==> config.mk <==
export PLATFORM = sky130hd
export DESIGN_NAME = fixed_partition_first_fit
export DESIGN_NICKNAME = d
export VERILOG_FILES = /design/src/fpff_pkg.sv /design/src/fpff_table.sv /design/src/fixed_partition_first_fit.sv
export SDC_FILE = /design/constraint.sdc
export NUM_CORES = 1
export LEC_CHECK = 0
export ABC_AREA = 1
export BUFFER_PORTS_ARGS = -buffer_cell sky130_fd_sc_hd__buf_4
export CORE_ASPECT_RATIO = 1.25
export CORE_MARGIN = 10
export CORE_UTILIZATION = 60
export CTS_CLUSTER_SIZE = 12
export DETAILED_ROUTE_END_ITERATION = 8
export GPL_ROUTABILITY_DRIVEN = 0
export GPL_TIMING_DRIVEN = 1
export PLACE_DENSITY_LB_ADDON = 0.1
export SLEW_MARGIN = 20
export SYNTH_ARGS = -nofsm -noshare
export SYNTH_HDL_FRONTEND = slang
export SYNTH_SLANG_ARGS = --single-unit
==> constraint.sdc <==
create_clock -name clk_i -period 9.81 [get_ports clk_i]
set_input_delay 1.962 -clock clk_i [delete_from_list [all_inputs] [get_ports clk_i]]
set_output_delay 1.962 -clock clk_i [all_outputs]
set_load 0.005 [all_outputs]
==> src/fpff_pkg.sv <==
package fpff_pkg;

  // table geometry
  localparam int TableDepth = 16;
  localparam int IdxW       = (TableDepth > 1) ? $clog2(TableDepth) : 1;
  localparam int PtrW       = $clog2(TableDepth + 1);

  // fixed field widths of the channels
  localparam int OpW      = 2;
  localparam int FieldIdxW = 4;
  localparam int WordW    = 16;
  localparam int CountW   = 5;
  localparam int StatusW  = 2;

  typedef enum logic [OpW-1:0] {
    OP_LOAD    = 2'd0,
    OP_ALLOC   = 2'd1,
    OP_RELEASE = 2'd2
  } op_e;

  typedef enum logic [StatusW-1:0] {
    STAT_DONE   = 2'd0,
    STAT_NOFIT  = 2'd1,
    STAT_BADJOB = 2'd2
  } status_e;

  // one partition entry
  typedef struct packed {
    logic [WordW-1:0] start;
    logic [WordW-1:0] length;
    logic [WordW-1:0] owner;
  } entry_t;

  // write port of the partition table
  typedef struct packed {
    logic            en;
    logic [IdxW-1:0] addr;
    entry_t          data;
  } tbl_wr_t;

  // read request of the partition table
  typedef struct packed {
    logic            en;
    logic [IdxW-1:0] addr;
  } tbl_rd_t;

endpackage

==> src/fpff_table.sv <==
module fpff_table (
  input  logic             clk_i,
  input  fpff_pkg::tbl_wr_t wr_i,
  input  fpff_pkg::tbl_rd_t rd_i,
  output fpff_pkg::entry_t  rd_data_o
);
  import fpff_pkg::*;

  entry_t mem_q [TableDepth];
  entry_t rd_data_q;

  // write port
  always_ff @(posedge clk_i) begin
    if (wr_i.en) begin
      mem_q[wr_i.addr] <= wr_i.data;
    end
  end

  // registered read port
  always_ff @(posedge clk_i) begin
    if (rd_i.en) begin
      rd_data_q <= mem_q[rd_i.addr];
    end
  end

  assign rd_data_o = rd_data_q;

endmodule

==> src/fixed_partition_first_fit.sv <==
// fixed-partition first-fit allocator
//
// input channel (in_valid_i / in_ready_o): one beat is one item. op 0 loads a
// table entry, op 1 allocates the lowest free entry longer than request_size,
// op 2 releases every scanned entry owned by job_id. op 3 does nothing.
// output channel (out_valid_o / out_ready_i): exactly one result beat per item.
// config channel (cfg_valid_i / cfg_ready_o): writes partition_count, always
// ready; write it only while no item is in flight.
//
// timing: one item at a time. a load or a bad job id skips the scan state,
// which a scan over zero entries still passes. allocate and release scan the
// table one entry per cycle through its single read port, pipelined with the
// owner write-back, over partition_count entries (saturated at 16), fewer
// when allocate hits early. the next beat is taken in the cycle after the
// result is staged into the output register, even while it still waits.
//
// reset clears control state and partition_count. table contents are
// undefined until loaded; no clearing pass is made. a stalled receiver holds
// the result in the output register and the block waits before staging the
// next one.
module fixed_partition_first_fit (
  input  logic                            clk_i,
  input  logic                            rst_ni,
  // config channel
  input  logic                            cfg_valid_i,
  output logic                            cfg_ready_o,
  input  logic [fpff_pkg::CountW-1:0]     cfg_data_i,
  // input channel
  input  logic                            in_valid_i,
  output logic                            in_ready_o,
  input  logic [fpff_pkg::OpW-1:0]        op_i,
  input  logic [fpff_pkg::FieldIdxW-1:0]  entry_index_i,
  input  logic [fpff_pkg::WordW-1:0]      entry_start_i,
  input  logic [fpff_pkg::WordW-1:0]      entry_length_i,
  input  logic [fpff_pkg::WordW-1:0]      job_id_i,
  input  logic [fpff_pkg::WordW-1:0]      request_size_i,
  // output channel
  output logic                            out_valid_o,
  input  logic                            out_ready_i,
  output logic [fpff_pkg::StatusW-1:0]    status_o,
  output logic [fpff_pkg::FieldIdxW-1:0]  found_index_o,
  output logic [fpff_pkg::WordW-1:0]      found_start_o,
  output logic [fpff_pkg::WordW-1:0]      found_length_o,
  output logic [fpff_pkg::CountW-1:0]     freed_count_o
);
  import fpff_pkg::*;

  typedef enum logic [2:0] {
    S_IDLE = 3'b001,
    S_SCAN = 3'b010,
    S_DONE = 3'b100
  } state_e;

  state_e state_q, state_d;

  logic [CountW-1:0] cfg_count_q;
  logic [PtrW-1:0]   limit;

  // item registers
  op_e              op_q;
  logic [WordW-1:0] job_q;
  logic [WordW-1:0] req_q;

  // scan registers
  logic [PtrW-1:0] ptr_q, ptr_d;
  logic            rvalid_q, rvalid_d;
  logic [IdxW-1:0] ridx_q, ridx_d;
  logic            hit_q, hit_d;

  // staged result
  status_e          res_status_q, res_status_d;
  logic [IdxW-1:0]  res_index_q, res_index_d;
  logic [WordW-1:0] res_start_q, res_start_d;
  logic [WordW-1:0] res_length_q, res_length_d;
  logic [PtrW-1:0]  freed_q, freed_d;

  // output register
  logic                 out_valid_q;
  logic                 out_load;
  logic [StatusW-1:0]   out_status_q;
  logic [FieldIdxW-1:0] out_index_q;
  logic [WordW-1:0]     out_start_q;
  logic [WordW-1:0]     out_length_q;
  logic [CountW-1:0]    out_freed_q;

  // table ports
  tbl_wr_t tbl_wr;
  tbl_rd_t tbl_rd;
  entry_t  rd_data;

  logic in_fire;
  logic alloc_hit;
  logic rel_hit;
  logic issue;

  fpff_table u_table (
    .clk_i     (clk_i),
    .wr_i      (tbl_wr),
    .rd_i      (tbl_rd),
    .rd_data_o (rd_data)
  );

  // config register
  assign cfg_ready_o = 1'b1;

  always_ff @(posedge clk_i or negedge rst_ni) begin
    if (!rst_ni) begin
      cfg_count_q <= '0;
    end else if (cfg_valid_i && cfg_ready_o) begin
      cfg_count_q <= cfg_data_i;
    end
  end

  // scan limit saturates at the table depth
  assign limit = (int'(cfg_count_q) > TableDepth) ? PtrW'(TableDepth) : PtrW'(cfg_count_q);

  assign in_ready_o = (state_q == S_IDLE);
  assign in_fire    = in_valid_i && in_ready_o;

  // latch the item
  always_ff @(posedge clk_i) begin
    if (in_fire) begin
      op_q  <= op_e'(op_i);
      job_q <= job_id_i;
      req_q <= request_size_i;
    end
  end

  // evaluation of the entry read in the previous cycle
  assign alloc_hit = rvalid_q && (op_q == OP_ALLOC) && (rd_data.owner == '0)
                     && (rd_data.length > req_q);
  assign rel_hit   = rvalid_q && (op_q == OP_RELEASE) && (rd_data.owner == job_q);
  assign issue     = (state_q == S_SCAN) && (ptr_q < limit) && !hit_q && !alloc_hit;

  assign out_load = (state_q == S_DONE) && (!out_valid_q || out_ready_i);

  // control and table access
  always_comb begin
    state_d      = state_q;
    ptr_d        = ptr_q;
    rvalid_d     = 1'b0;
    ridx_d       = ridx_q;
    hit_d        = hit_q;
    freed_d      = freed_q;
    res_status_d = res_status_q;
    res_index_d  = res_index_q;
    res_start_d  = res_start_q;
    res_length_d = res_length_q;
    tbl_wr       = '0;
    tbl_rd.en    = 1'b0;
    tbl_rd.addr  = ptr_q[IdxW-1:0];

    unique case (state_q)
      S_IDLE: begin
        if (in_fire) begin
          res_status_d = STAT_DONE;
          res_index_d  = '0;
          res_start_d  = '0;
          res_length_d = '0;
          freed_d      = '0;
          hit_d        = 1'b0;
          ptr_d        = '0;
          state_d      = S_DONE;
          unique case (op_e'(op_i)) inside
            OP_LOAD: begin
              if (int'(entry_index_i) < TableDepth) begin
                tbl_wr.en          = 1'b1;
                tbl_wr.addr        = IdxW'(entry_index_i);
                tbl_wr.data.start  = entry_start_i;
                tbl_wr.data.length = entry_length_i;
                tbl_wr.data.owner  = job_id_i;
              end
            end
            OP_ALLOC, OP_RELEASE: begin
              if (job_id_i == '0) begin
                res_status_d = STAT_BADJOB;
              end else begin
                state_d = S_SCAN;
              end
            end
            default: begin
              state_d = S_DONE;
            end
          endcase
        end
      end
      S_SCAN: begin
        // owner write-back of the evaluated entry
        if (alloc_hit || rel_hit) begin
          tbl_wr.en          = 1'b1;
          tbl_wr.addr        = ridx_q;
          tbl_wr.data.start  = rd_data.start;
          tbl_wr.data.length = rd_data.length;
          tbl_wr.data.owner  = alloc_hit ? job_q : '0;
        end
        if (alloc_hit) begin
          hit_d        = 1'b1;
          res_index_d  = ridx_q;
          res_start_d  = rd_data.start;
          res_length_d = rd_data.length;
        end
        if (rel_hit) begin
          freed_d = freed_q + PtrW'(1);
        end
        // next read
        if (issue) begin
          tbl_rd.en = 1'b1;
          ptr_d     = ptr_q + PtrW'(1);
          rvalid_d  = 1'b1;
          ridx_d    = ptr_q[IdxW-1:0];
        end
        // scan finished
        if (!issue && !rvalid_q) begin
          res_status_d = ((op_q == OP_ALLOC) && !hit_q) ? STAT_NOFIT : STAT_DONE;
          state_d      = S_DONE;
        end
      end
      S_DONE: begin
        if (out_load) begin
          state_d = S_IDLE;
        end
      end
      default: begin
        state_d = S_IDLE;
      end
    endcase
  end

  // control registers
  always_ff @(posedge clk_i or negedge rst_ni) begin
    if (!rst_ni) begin
      state_q  <= S_IDLE;
      rvalid_q <= 1'b0;
      hit_q    <= 1'b0;
      ptr_q    <= '0;
      freed_q  <= '0;
    end else begin
      state_q  <= state_d;
      rvalid_q <= rvalid_d;
      hit_q    <= hit_d;
      ptr_q    <= ptr_d;
      freed_q  <= freed_d;
    end
  end

  // staged result payload
  always_ff @(posedge clk_i) begin
    ridx_q       <= ridx_d;
    res_status_q <= res_status_d;
    res_index_q  <= res_index_d;
    res_start_q  <= res_start_d;
    res_length_q <= res_length_d;
  end

  // output register
  always_ff @(posedge clk_i or negedge rst_ni) begin
    if (!rst_ni) begin
      out_valid_q <= 1'b0;
    end else if (out_load) begin
      out_valid_q <= 1'b1;
    end else if (out_ready_i) begin
      out_valid_q <= 1'b0;
    end
  end

  always_ff @(posedge clk_i) begin
    if (out_load) begin
      out_status_q <= res_status_q;
      out_index_q  <= FieldIdxW'(res_index_q);
      out_start_q  <= res_start_q;
      out_length_q <= res_length_q;
      out_freed_q  <= CountW'(freed_q);
    end
  end

  assign out_valid_o    = out_valid_q;
  assign status_o       = out_status_q;
  assign found_index_o  = out_index_q;
  assign found_start_o  = out_start_q;
  assign found_length_o = out_length_q;
  assign freed_count_o  = out_freed_q;

  // read data is only pending during a scan
  assert property (@(posedge clk_i) disable iff (!rst_ni)
    rvalid_q |-> (state_q == S_SCAN))
    else $error("read data pending outside scan");

  // write-back never targets the entry being read in the same cycle
  assert property (@(posedge clk_i) disable iff (!rst_ni)
    (tbl_wr.en && tbl_rd.en) |-> (tbl_wr.addr != tbl_rd.addr))
    else $error("table read and write collide");

  // an allocate grants at most once
  assert property (@(posedge clk_i) disable iff (!rst_ni)
    hit_q |-> !alloc_hit)
    else $error("second grant within one allocate");

  // freed count never exceeds the scanned range
  assert property (@(posedge clk_i) disable iff (!rst_ni)
    (state_q == S_SCAN) |-> (freed_q <= ptr_q))
    else $error("freed count ahead of scan pointer");

  // a result is staged into the output only when the register is free
  assert property (@(posedge clk_i) disable iff (!rst_ni)
    out_load |-> (!out_valid_q || out_ready_i))
    else $error("output register overwritten");

endmodule

; ---- After elaboration in Yosys (flattened, before gate mapping)
; Memories as Yosys holds them, arrays and structs flattened. A register that Yosys moved wholly into a read port is not among the register bits.
; Cells that the tools add are included.
[totals]
register_bits = 140
rom_bits = 0
elab_cells = 111
n_memories = 1
in_bits = 80
latch_bits = 0
ramBits = 768
[classes]
bitwise = 0
mul = 0
n_reduce_logical = 31
addsub = 2
n_shift = 0
mux = 40
magnitude_cmp = 3
div_mod_pow = 0
n_eq_ne = 14
[mem_list]
columns = memory, words, width, read_ports, rd_clocked_by_memory_dff, write_ports, line
row1 = u_table.mem_q, 16, 48, 1, 1, 1, fpff_table.sv:9  ; entry_t mem_q [TableDepth];
[op_table]
columns = operator, count
row1 = $mux W53, 3
row2 = $pmux W53 S2, 1
row3 = $mux W16, 4
row4 = $pmux W16 S2, 2
row5 = $logic_not A16 Y1, 2
row6 = $mux W5, 4
row7 = $pmux W5 S2, 2
row8 = $eq A16 B16 Y1, 1
row9 = $gt A16 B16 Y1, 1
row10 = $mux W3, 5
row11 = $reduce_and A3 Y1, 5
row12 = $logic_and A1 B1 Y1, 12
row13 = $add A5 B1 Y5 const B, 2
row14 = $mux W1, 9
row15 = $pmux W3 S3, 1
row16 = $mux W2, 4
row17 = $mux W4, 2
row18 = $ne A2 B2 Y1 const B, 4
row19 = $pmux W4 S2, 1
row20 = $gt A5 B5 Y1 const B, 1
row21 = $logic_not A1 Y1, 5
row22 = $lt A5 B5 Y1, 1
row23 = $eq A2 B1 Y1 const B, 2
row24 = $eq A2 B2 Y1 const B, 2
row25 = other kinds (11), 14

; ---- Logic depth before layout (Yosys ltp)
; Gate-level depths: netlist of run 1.
[depth]
depth_word = 10
mapped_depth = 15

; ---- Modules after synthesis
; A second synthesis of run 1 with hierarchy kept.
[unflattened]
cells_unflattened = 3777
hier_area_um2 = 41093.2
[by_module_without_submodules]
columns = mod, cells_each, seq_area_each_um2, instances, area_each_um2
row1 = fpff_table, 3165, 24503.5, 1, 34469.3
row2 = fixed_partition_first_fit, 612, 4100.2, 1, 6623.9

; ---- Worst setup path after synthesis of run 1
; OpenSTA, ideal clock, no wires.
[synth_timing]
path_type = input -> register
from = input port in_valid_i
to = memory u_table.mem_q[14][0] (netlist bit), enable pin
arrival_time_ps = 5076
setup_time_ps = 454
path_slack_ps = 4280
path_stages = 9
required_ps = 9356
path_cell_list = inv_1 > nor2_8 > nand2_4 > inv_4 > nand2_1 > a21boi_4 > inv_2 > nand2_2 > nor2_1
[synth_via]
elab_chain_cells = 5
[synth_rtl]
columns = element, line
row1 = from (decl), fixed_partition_first_fit.sv:29  ; input logic in_valid_i,
row2 = $logic_and A1 B1 Y1 (*), fixed_partition_first_fit.sv:118  ; assign in_fire = in_valid_i && in_ready_o;
row3 = named net in_fire, fixed_partition_first_fit.sv:91  ; logic in_fire;
row4 = $mux W53 (*), fixed_partition_first_fit.sv:155  ; if (in_fire) begin
row5 = $pmux W53 S2 (*), fixed_partition_first_fit.sv:153  ; unique case (state_q)
row6 = $mux W1, fpff_table.sv:14  ; if (wr_i.en) begin
row7 = $mux W1 (implied by the code), fpff_table.sv:15  ; mem_q[wr_i.addr] <= wr_i.data;
row8 = to (decl), fpff_table.sv:9
; The timed path passes the listed nets; every way through them passes the cells marked *.

; ---- Final worst setup path of run 1
[layout_timing]
from = input port in_valid_i
to = memory u_table.mem_q[6][31] (netlist bit), enable pin
; The elaborated chain is that of the path after synthesis.

==> results.toml, run 1 <==
[min_path]
hold_start = "res_length_q[0]"
hold_class = "reg2reg"

[route]
wirelength_um = 92100
wirelength_met1_um = 36400
via_count = 22900
dr_wl_met3_um = 9310
dr.pass1.iters = 6
antenna_left = 0
drtIter0Drc = 2779
route.detailed.drc = 0
maxUsedRoutingLayer = "met4"
via_per_inst = 6.24
wl_met2_um = 43600
post_drt_wl_per_cell_um = 25.1

[clocking]
clk-insertion-delay-late_ps = 640
clock_sinks = 956
clock_path_buffers = 3
cts-hold-fix-buffers = 0
clockRootBuffer = "clkbuf_16"
cts.repair.resized = 0
cts_buffers = 93
postCtsSetupBuffers = 0
tritoncts = "done"
clkSlewWorstSetupHoldPaths_ps = 50
cts.htree.levels = 3

[pwr]
p_leak_nw = 14.4
clkPwrFrac_pct = 32.4
pwr-share-seq_pct = 49.5
switching_share_pct = 27.7
comb_power_share_pct = 18.2
intPower_mw = 7.21
power_density_nw_per_um2 = 236
power.switching_mw = 2.76
ir_worst_vdd_mv = 0.173

[layout]
multi_input_area_um2 = 8260
area_delta_synth_final_pct = 11.8
drive_above_1_share_pct = 12.7
diodes = 0
fill_cells = 4296
regArea_um2 = 28600
fin_nets = 2888

[logic_synthesis]
synth_area_leader_cell = "edfxtp_1"
synth_edf_count = 935
synth_cell_types = 50
synth_flop_cell = "edfxtp_1"
async_flop_share_pct = 2.20
synth_cells = 2686
yosysSeqAreaShare_pct = 75.6
netlist_area_um2 = 37900
synthesis.nets = 2789
synth_top_area_share_pct = 74.2
ys_warn_count = 0
synthTopCellsByArea = "edfxtp_1 74%, nor2_1 4.6%, o32ai_1 2.7%, o21ai_0 2.6%, nand2_1 2.5%"
avgSynthCellArea_um2 = 14.1
synth-seq-cells = 956

[sta]
relSlewSlack_pct = 21.2
setup_viol = 0
finalCritPeriodShare_pct = 56.4
setup_tns_ps = 0
drv_slew = 0
period_minus_slack_ps = 5540
fin_skew_ps = 16.2
max_freq_mhz = 181
grt_setup_unrepaired = "false"
hold_ws_ps = 417
worst_pin_slew_ps = 1180
finalHoldViolCount = 0

[floorplanning]
initial_core_util_pct = 60.8
rows = 102
ioPinCount = 126
coreArea_um2 = 62300
die-area_um2 = 73600
die_x_um = 245
die_h_um = 301

[worst_setup_path]
required_ps = 10080
slowest_stage = "nor2_4"
worstPathCellList = "buf_4 -> inv_1 -> nor2_8 -> nand2_4 -> inv_4 -> nand2_1 -> a21boi_4 -> inv_2 -> nand2_2 -> nor2_4 -> buf_4"
r2r_start = "state_q[0]"
worstSetupEndpointType = "flip-flop"
critPathMaxFanout = 38
critPathKind = "in2reg"
crit_path_frequent_cell = "buf_4"
setup.worst_path.start = "in_valid_i"
startpoint_type = "primary input"
cp.arrival_ps = 5800
cpPeakStageDelay_ps = 920

[place]
port_buffers = 124
place_hpwl_um = 48100

[flow_run]
cap_viol_max_count = 0

[status]
outcome = "complete, no violations"

[grt]
grt_pass1_vias = 22500
grt_pass1_wl_um = 137000
grt.total_usage_pct = 24.7
grt-ovfl-total = 0
antenna_found_initial = 1
grt_max_degree = 287
[worst paths after layout]
kind | to | slack (ps) | depth (start not counted)
max | u_table.mem_q[6][31] | 4270 | 11
min | found_length_o[0] | 420 | 0
max reg2reg | u_table.mem_q[6][31] | 4930 | 12
min reg2reg | found_length_o[0] | 420 | 0
max in group asynchronous | state_q[0] | 8320 | 1
min in group asynchronous | freed_q[1] | 1210 | 1
[cells in the final DEF (no fill, tap or decap), types with 30 or more instances in the layout]
cell	synthesis	final
edfxtp_1	935	935
clkbuf_16	0	96
o221ai_1	79	79
inv_1	105	100
nand2_1	248	248
buf_4	17	162
o21ai_1	31	30
o32ai_1	117	117
o21ai_0	200	199
nor2_1	462	444
mux2i_1	79	79
nand3_1	100	100
[cell families (layout without fill, tap and decap cells)]
| logic type | after synthesis | in the layout | synth area share (%) |
|---|---|---|---|
| AOI/OAI and AO/OA | 472 | 472 | 8.52 |
| DFF | 956 | 956 | 75.6 |
| muxes | 83 | 83 | 2.21 |
| and+or+nand+nor | 854 | 854 | 9.36 |
| buffers and inverters | 280 | 427 | 3.18 |
| adders and majority gates | 23 | 23 | 0.760 |
| other | 1 | 1 | 0.00991 |
| xor gates and xnor gates | 17 | 17 | 0.393 |
[worst max-delay path: cells and delay by family]
family,cells,cell delay (ps)
AO/OA/AOI/OAI,1,190
buffers and inverters,5,1500
AND/OR/NAND/NOR,5,2100
[through the flow]
stage / total power [mW] / area [µm²] / setup slack (ps) / instances / utilization [%]
finish: 9.97 / 42300 / 4270 / 3665 / 67.9
global route: 10.4 / 42300 / 4180 / 3665 / 67.9
CTS: 9.99 / 42200 / 4370 / 3663 / 67.8
detailed placement: 6.80 / 39500 / 3690 / 3520 / 63.5
global placement: 6.75 / 39500 / 3800 / 3520 / 63.5
floorplan: 6.26 / 37900 / 4280 / 2686 / -
[per-layer routing]
layer | global-route usage [%] | vias up
met5 | 0 | -
li1 | - | 10200
met2 | 38.6 | 1170
met1 | 33.9 | 11300
met4 | 9.71 | 0
met3 | 4.90 | 185
[final cells by class]
class,count,area share (%)
sequential,956,67.6
multi-input combinational,1450,19.5
inverter,119,1.09
tap,832,2.46
clock buffer,126,6.02
clock inverter,17,0.287
timing repair buffer,165,3.00
[cells in the mapped netlist (2+ instances only)]
cell type / n
o221ai_1: 79
nor4_1: 5
xnor2_1: 3
buf_4: 17
a21boi_4: 3
nor2_2: 2
nand2_8: 2
nand2_1: 248
inv_2: 11
clkbuf_1: 87
o31ai_1: 3
buf_1: 5
o22ai_1: 12
edfxtp_1: 935
o21ai_1: 31
mux2_2: 4
nor3_4: 3
buf_6: 2
nor3_1: 2
a21oi_1: 6
clkbuf_4: 3
inv_4: 2
o21ai_0: 200
nand4_1: 11
o211ai_1: 17
nor2_1: 462
nand2_2: 10
or2_2: 2
dfrtp_1: 20
mux2i_1: 79
buf_2: 47
nand3_1: 100
inv_1: 105
xor2_1: 14
ha_1: 23
o32ai_1: 117
[registers in the layout (all words and copies together), names as in the netlist]
signal / cells
cfg_count_q: 5
found_index_o: 4
found_length_o: 16
found_start_o: 16
freed_count_o: 5
freed_q: 5
hit_q: 1
job_q: 16
op_q: 2
out_valid_o: 1
ptr_q: 5
req_q: 16
res_index_q: 4
res_length_q: 16
res_start_q: 16
res_status_q: 2
ridx_q: 4
rvalid_q: 1
state_q: 3
status_o: 2
u_table.mem_q: 768
u_table.rd_data_o: 48
[power by group through the flow]
stage	sequential, mW	clock [mW]	combinational (mW)
after floorplan	4.96	0	1.30
after global placement	5.01	0	1.74
after detailed placement	5.01	0	1.78
after CTS	4.93	3.26	1.80
after global routing	4.95	3.44	2.00
final	4.93	3.23	1.81
No activity file was read; power rests on OpenSTA's default activity.
==> inputs of run 2 (changes only) <==
==> constraint.sdc (replaced) <==
create_clock -name clk_i -period 5.5 [get_ports clk_i]
set_input_delay 1.1 -clock clk_i [delete_from_list [all_inputs] [get_ports clk_i]]
set_output_delay 1.1 -clock clk_i [all_outputs]
set_load 0.005 [all_outputs]
==> run 2 against run 1 <==
Flip-flop and latch count did not move. Critical path depth rose by 3. Clock power rose by 79%. Global-route usage rose by 0.075 points. Power rose by 80%. Final cell count rose by 0.38%. Largest power group unchanged. Critical endpoint is now u_table.mem_q[15][4]. Core utilization rose by 0.27 points. Highest routed layer unchanged.
==> results.toml, run 2 (synthesis results as in run 1) <==
[flow_run]
cap_viol_max_count = 0

[layout]
finish.utilization_pct = 68.2
postLayoutCellArea_um2 = 42500
fill_cells = 4259
max_flop_register = "u_table.mem_q"
fin_nets = 2904
drive_above_1_share_pct = 13.2
largest_reg_flops = 768
area_delta_synth_final_pct = 12.2
diodes = 0
final_cell_mix = "935 x edfxtp_1, 444 x nor2_1, 248 x nand2_1, 200 x o21ai_0, 173 x buf_4"
multi_input_area_um2 = 8240
regArea_um2 = 28600
finalNonFillerCells = 3679
final_common_cell = "edfxtp_1"

[route]
dr_wl_met3_um = 8730
via_count = 23100
wl_met2_um = 44200
dr.pass1.iters = 5
wirelength_met1_um = 37200
post_drt_wl_per_cell_um = 25.1
via_per_inst = 6.29
maxUsedRoutingLayer = "met4"
antenna_left = 0
route.detailed.drc = 0
wirelength_um = 92300
drtIter0Drc = 2848

[clocking]
cts.htree.levels = 3
cts_buffers = 94
clockRootBuffer = "clkbuf_16"
clk-insertion-delay-late_ps = 660
clkSlewWorstSetupHoldPaths_ps = 60
cts.repair.resized = 0
clock_path_buffers = 3
clock_sinks = 956
cts-hold-fix-buffers = 0
tritoncts = "done"
postCtsSetupBuffers = 0

[sta]
hold_ws_ps = 341
grt_setup_unrepaired = "false"
period_minus_slack_ps = 3930
drv_slew = 0
relSlewSlack_pct = 20.7
setup_tns_ps = 0
finalHoldViolCount = 0
setup_viol = 0
max_freq_mhz = 254
worst_pin_slew_ps = 1180
fin_skew_ps = 21.9
finalWorstSetupSlack_ps = 1570
finalCritPeriodShare_pct = 71.5

[worst_setup_path]
rrSetupSlack_ps = 1570
critPathKind = "reg2reg"
worstSetupEndpointType = "flip-flop"
cp.arrival_ps = 4250
critPathMaxFanout = 32
startpoint_type = "flip-flop"
required_ps = 5820

[place]
place_inst = 3536
place_hpwl_um = 52200
place_ws_ps = 1570
port_buffers = 124
placed_area_um2 = 39700

[pwr]
ir_worst_vdd_mv = 0.276
power_density_nw_per_um2 = 423
p_leak_nw = 14.5
p_total_mw = 18.0

[floorplanning]
rows = 102
initial_core_util_pct = 60.8
die-area_um2 = 73600
die_h_um = 301
coreArea_um2 = 62300
die_x_um = 245
ioPinCount = 126

[grt]
grt_pass1_vias = 22900
grt_max_degree = 284
grt.total_usage_pct = 24.8
grt-ovfl-total = 0
grt_pass1_wl_um = 139000
antenna_found_initial = 1

[status]
outcome = "complete, no violations"

[min_path]
hold_class = "in2async"
[run 2: cell types whose count changed in the layout (fill, tap and decap cells not counted), sizes merged]
cell	change
clkinv	+6
inv	+1
buf	+16
clkbuf	-9
[run 2: layout make-up]
type                            instances  area share (%)
Sequential cell                       956            67.4
Tap cell                              832            2.45
Timing Repair Buffer                  180            3.41
Clock inverter                         24           0.454
Multi-Input combinational cell       1450            19.4
Inverter                              119            1.08
Clock buffer                          118            5.85
[run 2: final timing paths]
| path | from | endpoint | cells past startpoint |
|---|---|---|---|
| worst max-delay path | u_table.rd_data_o[31] | u_table.mem_q[15][4] | 14 |
| worst min-delay path | rst_ni | freed_q[2] | 1 |
| worst max register to register | u_table.rd_data_o[31] | u_table.mem_q[15][4] | 14 |
| worst min register to register | res_length_q[4] | found_length_o[4] | 0 |
| max in group asynchronous | rst_ni | state_q[0] | 1 |
| min in group clk_i | res_length_q[4] | found_length_o[4] | 0 |
[run 2: worst max-delay path, stage by stage (launching register included)]
cell and delay, ps:
edfxtp_1 400, ha_1 320, nand2_1 90, nor2_2 170, nand2_2 100, nor2_1 100, nand2_1 90, nand4_4 140
nand2_8 150, nand2_8 150, inv_4 250, o21ai_4 250, nand2_2 180, nor2_4 740, buf_4 410
[run 2: power breakdown]
part / internal [mW] / leakage (nW) / switching, mW / total, mW
Clock: 3.21 / 1.30 / 2.58 / 5.78
Sequential: 8.60 / 8.85 / 0.291 / 8.89
Combinational: 1.03 / 4.32 / 2.28 / 3.31
Total: 12.8 / 14.5 / 5.15 / 18.0
[run 2: layer usage]
| metal | GRT usage [%] | vias up |
|---|---|---|
| li1 | - | 10200 |
| met1 | 34.5 | 11600 |
| met2 | 38.9 | 1202 |
| met3 | 4.79 | 143 |
| met4 | 8.19 | 0 |
| met5 | 0 | - |
==> inputs of run 3 (changes only) <==
==> constraint.sdc (replaced) <==
create_clock -name clk_i -period 3.9 [get_ports clk_i]
set_input_delay 0.78 -clock clk_i [delete_from_list [all_inputs] [get_ports clk_i]]
set_output_delay 0.78 -clock clk_i [all_outputs]
set_load 0.005 [all_outputs]
==> run 3 against run 2 <==
Critical path depth did not move. Sequential share of layout area fell by 0.62 points. Critical endpoint is now u_table.mem_q[7][30]. Non-clock buffer count rose by 34. Count of clock-buffer cells in the layout rose by 11. Largest power group unchanged.
==> results.toml, run 3 (synthesis results as in run 1) <==
[clocking]
cts.repair.resized = 0
clock_path_buffers = 3
clkSlewWorstSetupHoldPaths_ps = 60
postCtsSetupBuffers = 0
tritoncts = "done"
cts.htree.levels = 3
cts_buffers = 94
clk-insertion-delay-late_ps = 650
clockRootBuffer = "clkbuf_16"
clock_sinks = 956
cts-hold-fix-buffers = 1

[min_path]
hold_end = "req_q[15]"
hold_start = "request_size_i[15]"
hold_path_depth = 1
hold_class = "in2reg"

[place]
port_buffers = 124
place_hpwl_um = 53700
place_inst = 3570

[route]
route.detailed.drc = 0
via_count = 23000
via_per_inst = 6.19
antenna_left = 0
wirelength_um = 91900
dr.pass1.iters = 5
post_drt_wl_per_cell_um = 24.7
drtIter0Drc = 2535

[sta]
max_freq_mhz = 287
grt_setup_unrepaired = "false"
finalCritPeriodShare_pct = 89.5
setup_viol = 0
finalHoldViolCount = 0
fin_skew_ps = 20.7
relSlewSlack_pct = 23.8
drv_slew = 0
worst_pin_slew_ps = 1140
hold_ws_ps = 311
period_minus_slack_ps = 3490

[pwr]
pwr-share-seq_pct = 49.0
clkPwrFrac_pct = 32.3
power_density_nw_per_um2 = 593
ir_worst_vdd_mv = 0.383
power.switching_mw = 7.18
p_total_mw = 25.4
p_leak_nw = 14.7
comb_power_share_pct = 18.7
intPower_mw = 18.2
switching_share_pct = 28.3

[layout]
final_common_cell = "edfxtp_1"
area_delta_synth_final_pct = 13.3
fin_nets = 2938
fill_cells = 4296
finalNonFillerCells = 3719
max_flop_register = "u_table.mem_q"
largest_reg_flops = 768
drive_above_1_share_pct = 13.8
final_cell_mix = "935 x edfxtp_1, 444 x nor2_1, 248 x nand2_1, 200 x o21ai_0, 193 x buf_4"

[worst_setup_path]
critPathKind = "reg2reg"
worstRegToRegCells = 14
required_ps = 4240
r2r_start = "u_table.rd_data_o[31]"
rrSetupSlack_ps = 410
worstSetupEndpointType = "flip-flop"
startpoint_type = "flip-flop"
cp.arrival_ps = 3830
r2r-end = "u_table.mem_q[7][30]"
critPathMaxFanout = 32

[floorplanning]
coreArea_um2 = 62300
initial_core_util_pct = 60.8
rows = 102
die_x_um = 245
ioPinCount = 126
die_h_um = 301
die-area_um2 = 73600

[grt]
grt-ovfl-total = 0
antenna_found_initial = 1
grt_max_degree = 195
grt_pass1_vias = 23000
grt_pass1_wl_um = 139000
grt.total_usage_pct = 24.8

[flow_run]
cap_viol_max_count = 0

[status]
outcome = "complete, no violations"
==> run 3: cell types whose count changed in the layout (fill, tap and decap cells not counted), sizes merged <==
cell / change
buf: +33
clkbuf: +11
clkinv: -5
diode: +1
dlygate4sd3: +1
inv: -1
==> run 3: power by group through the flow <==
| stage | Sequential, mW | Combinational [mW] | Clock (mW) |
|---|---|---|---|
| after global placement | 12.6 | 4.59 | 0 |
| after CTS | 12.4 | 4.74 | 8.32 |
| after floorplan | 12.5 | 3.27 | 0 |
| after global routing | 12.5 | 5.21 | 8.74 |
| after detailed placement | 12.6 | 4.72 | 0 |
| final | 12.4 | 4.74 | 8.21 |
==> run 3: per-layer routing <==
metal	vias up	global-route usage (%)	wire length (µm)	share of wire (%)
li1	10300	-	-	-
met1	11500	34.2	37600	41
met2	1057	40.3	45000	49
met3	135	3.60	7190	7.8
met4	0	8.23	2120	2.3
met5	-	0	0	0
==> run 3: worst max path at each step <==
stage                                     start                    to  cells after the start
after floorplan                      in_valid_i  u_table.mem_q[14][0]                      9
after global placement    u_table.rd_data_o[31]  u_table.mem_q[7][44]                     14
after detailed placement  u_table.rd_data_o[31]  u_table.mem_q[7][43]                     14
after CTS                 u_table.rd_data_o[31]  u_table.mem_q[7][43]                     14
after global routing      u_table.rd_data_o[31]  u_table.mem_q[7][32]                     14
final                     u_table.rd_data_o[31]  u_table.mem_q[7][30]                     14
==> run 3: critical path, stage by stage, from the launching register on <==
cell and delay, ps:
edfxtp_1 420, ha_1 310, nand2_1 80, nor2_2 170, nand2_2 100, nor2_1 100
nand2_1 90, nand4_4 130, nand2_8 140, nand2_8 140, inv_4 210, o21ai_4 240
nand2_2 180, nor2_4 550, buf_12 280
==> run 3: stage by stage <==
stage	setup TNS (ps)	worst slack (ps)	cell area [µm²]	utilization, %
finish	0	411	42900	68.8
global route	0	273	42900	68.8
CTS	0	424	42900	68.8
detailed placement	0	444	40100	64.5
global placement	0	526	40100	64.5
floorplan	-265670	-447	37900	-
==> run 3: layout make-up <==
cell class,count,area [µm²],share of cell area (%)
clock inverters,18,120,0.280
repair buffers,214,1860,4.34
multi-input cells,1450,8200,19.1
diodes,1,2.50,0.00584
flip-flops and latches,956,28600,66.7
well taps,832,1040,2.43
clock buffers,129,2580,6.01
inverters,119,459,1.07
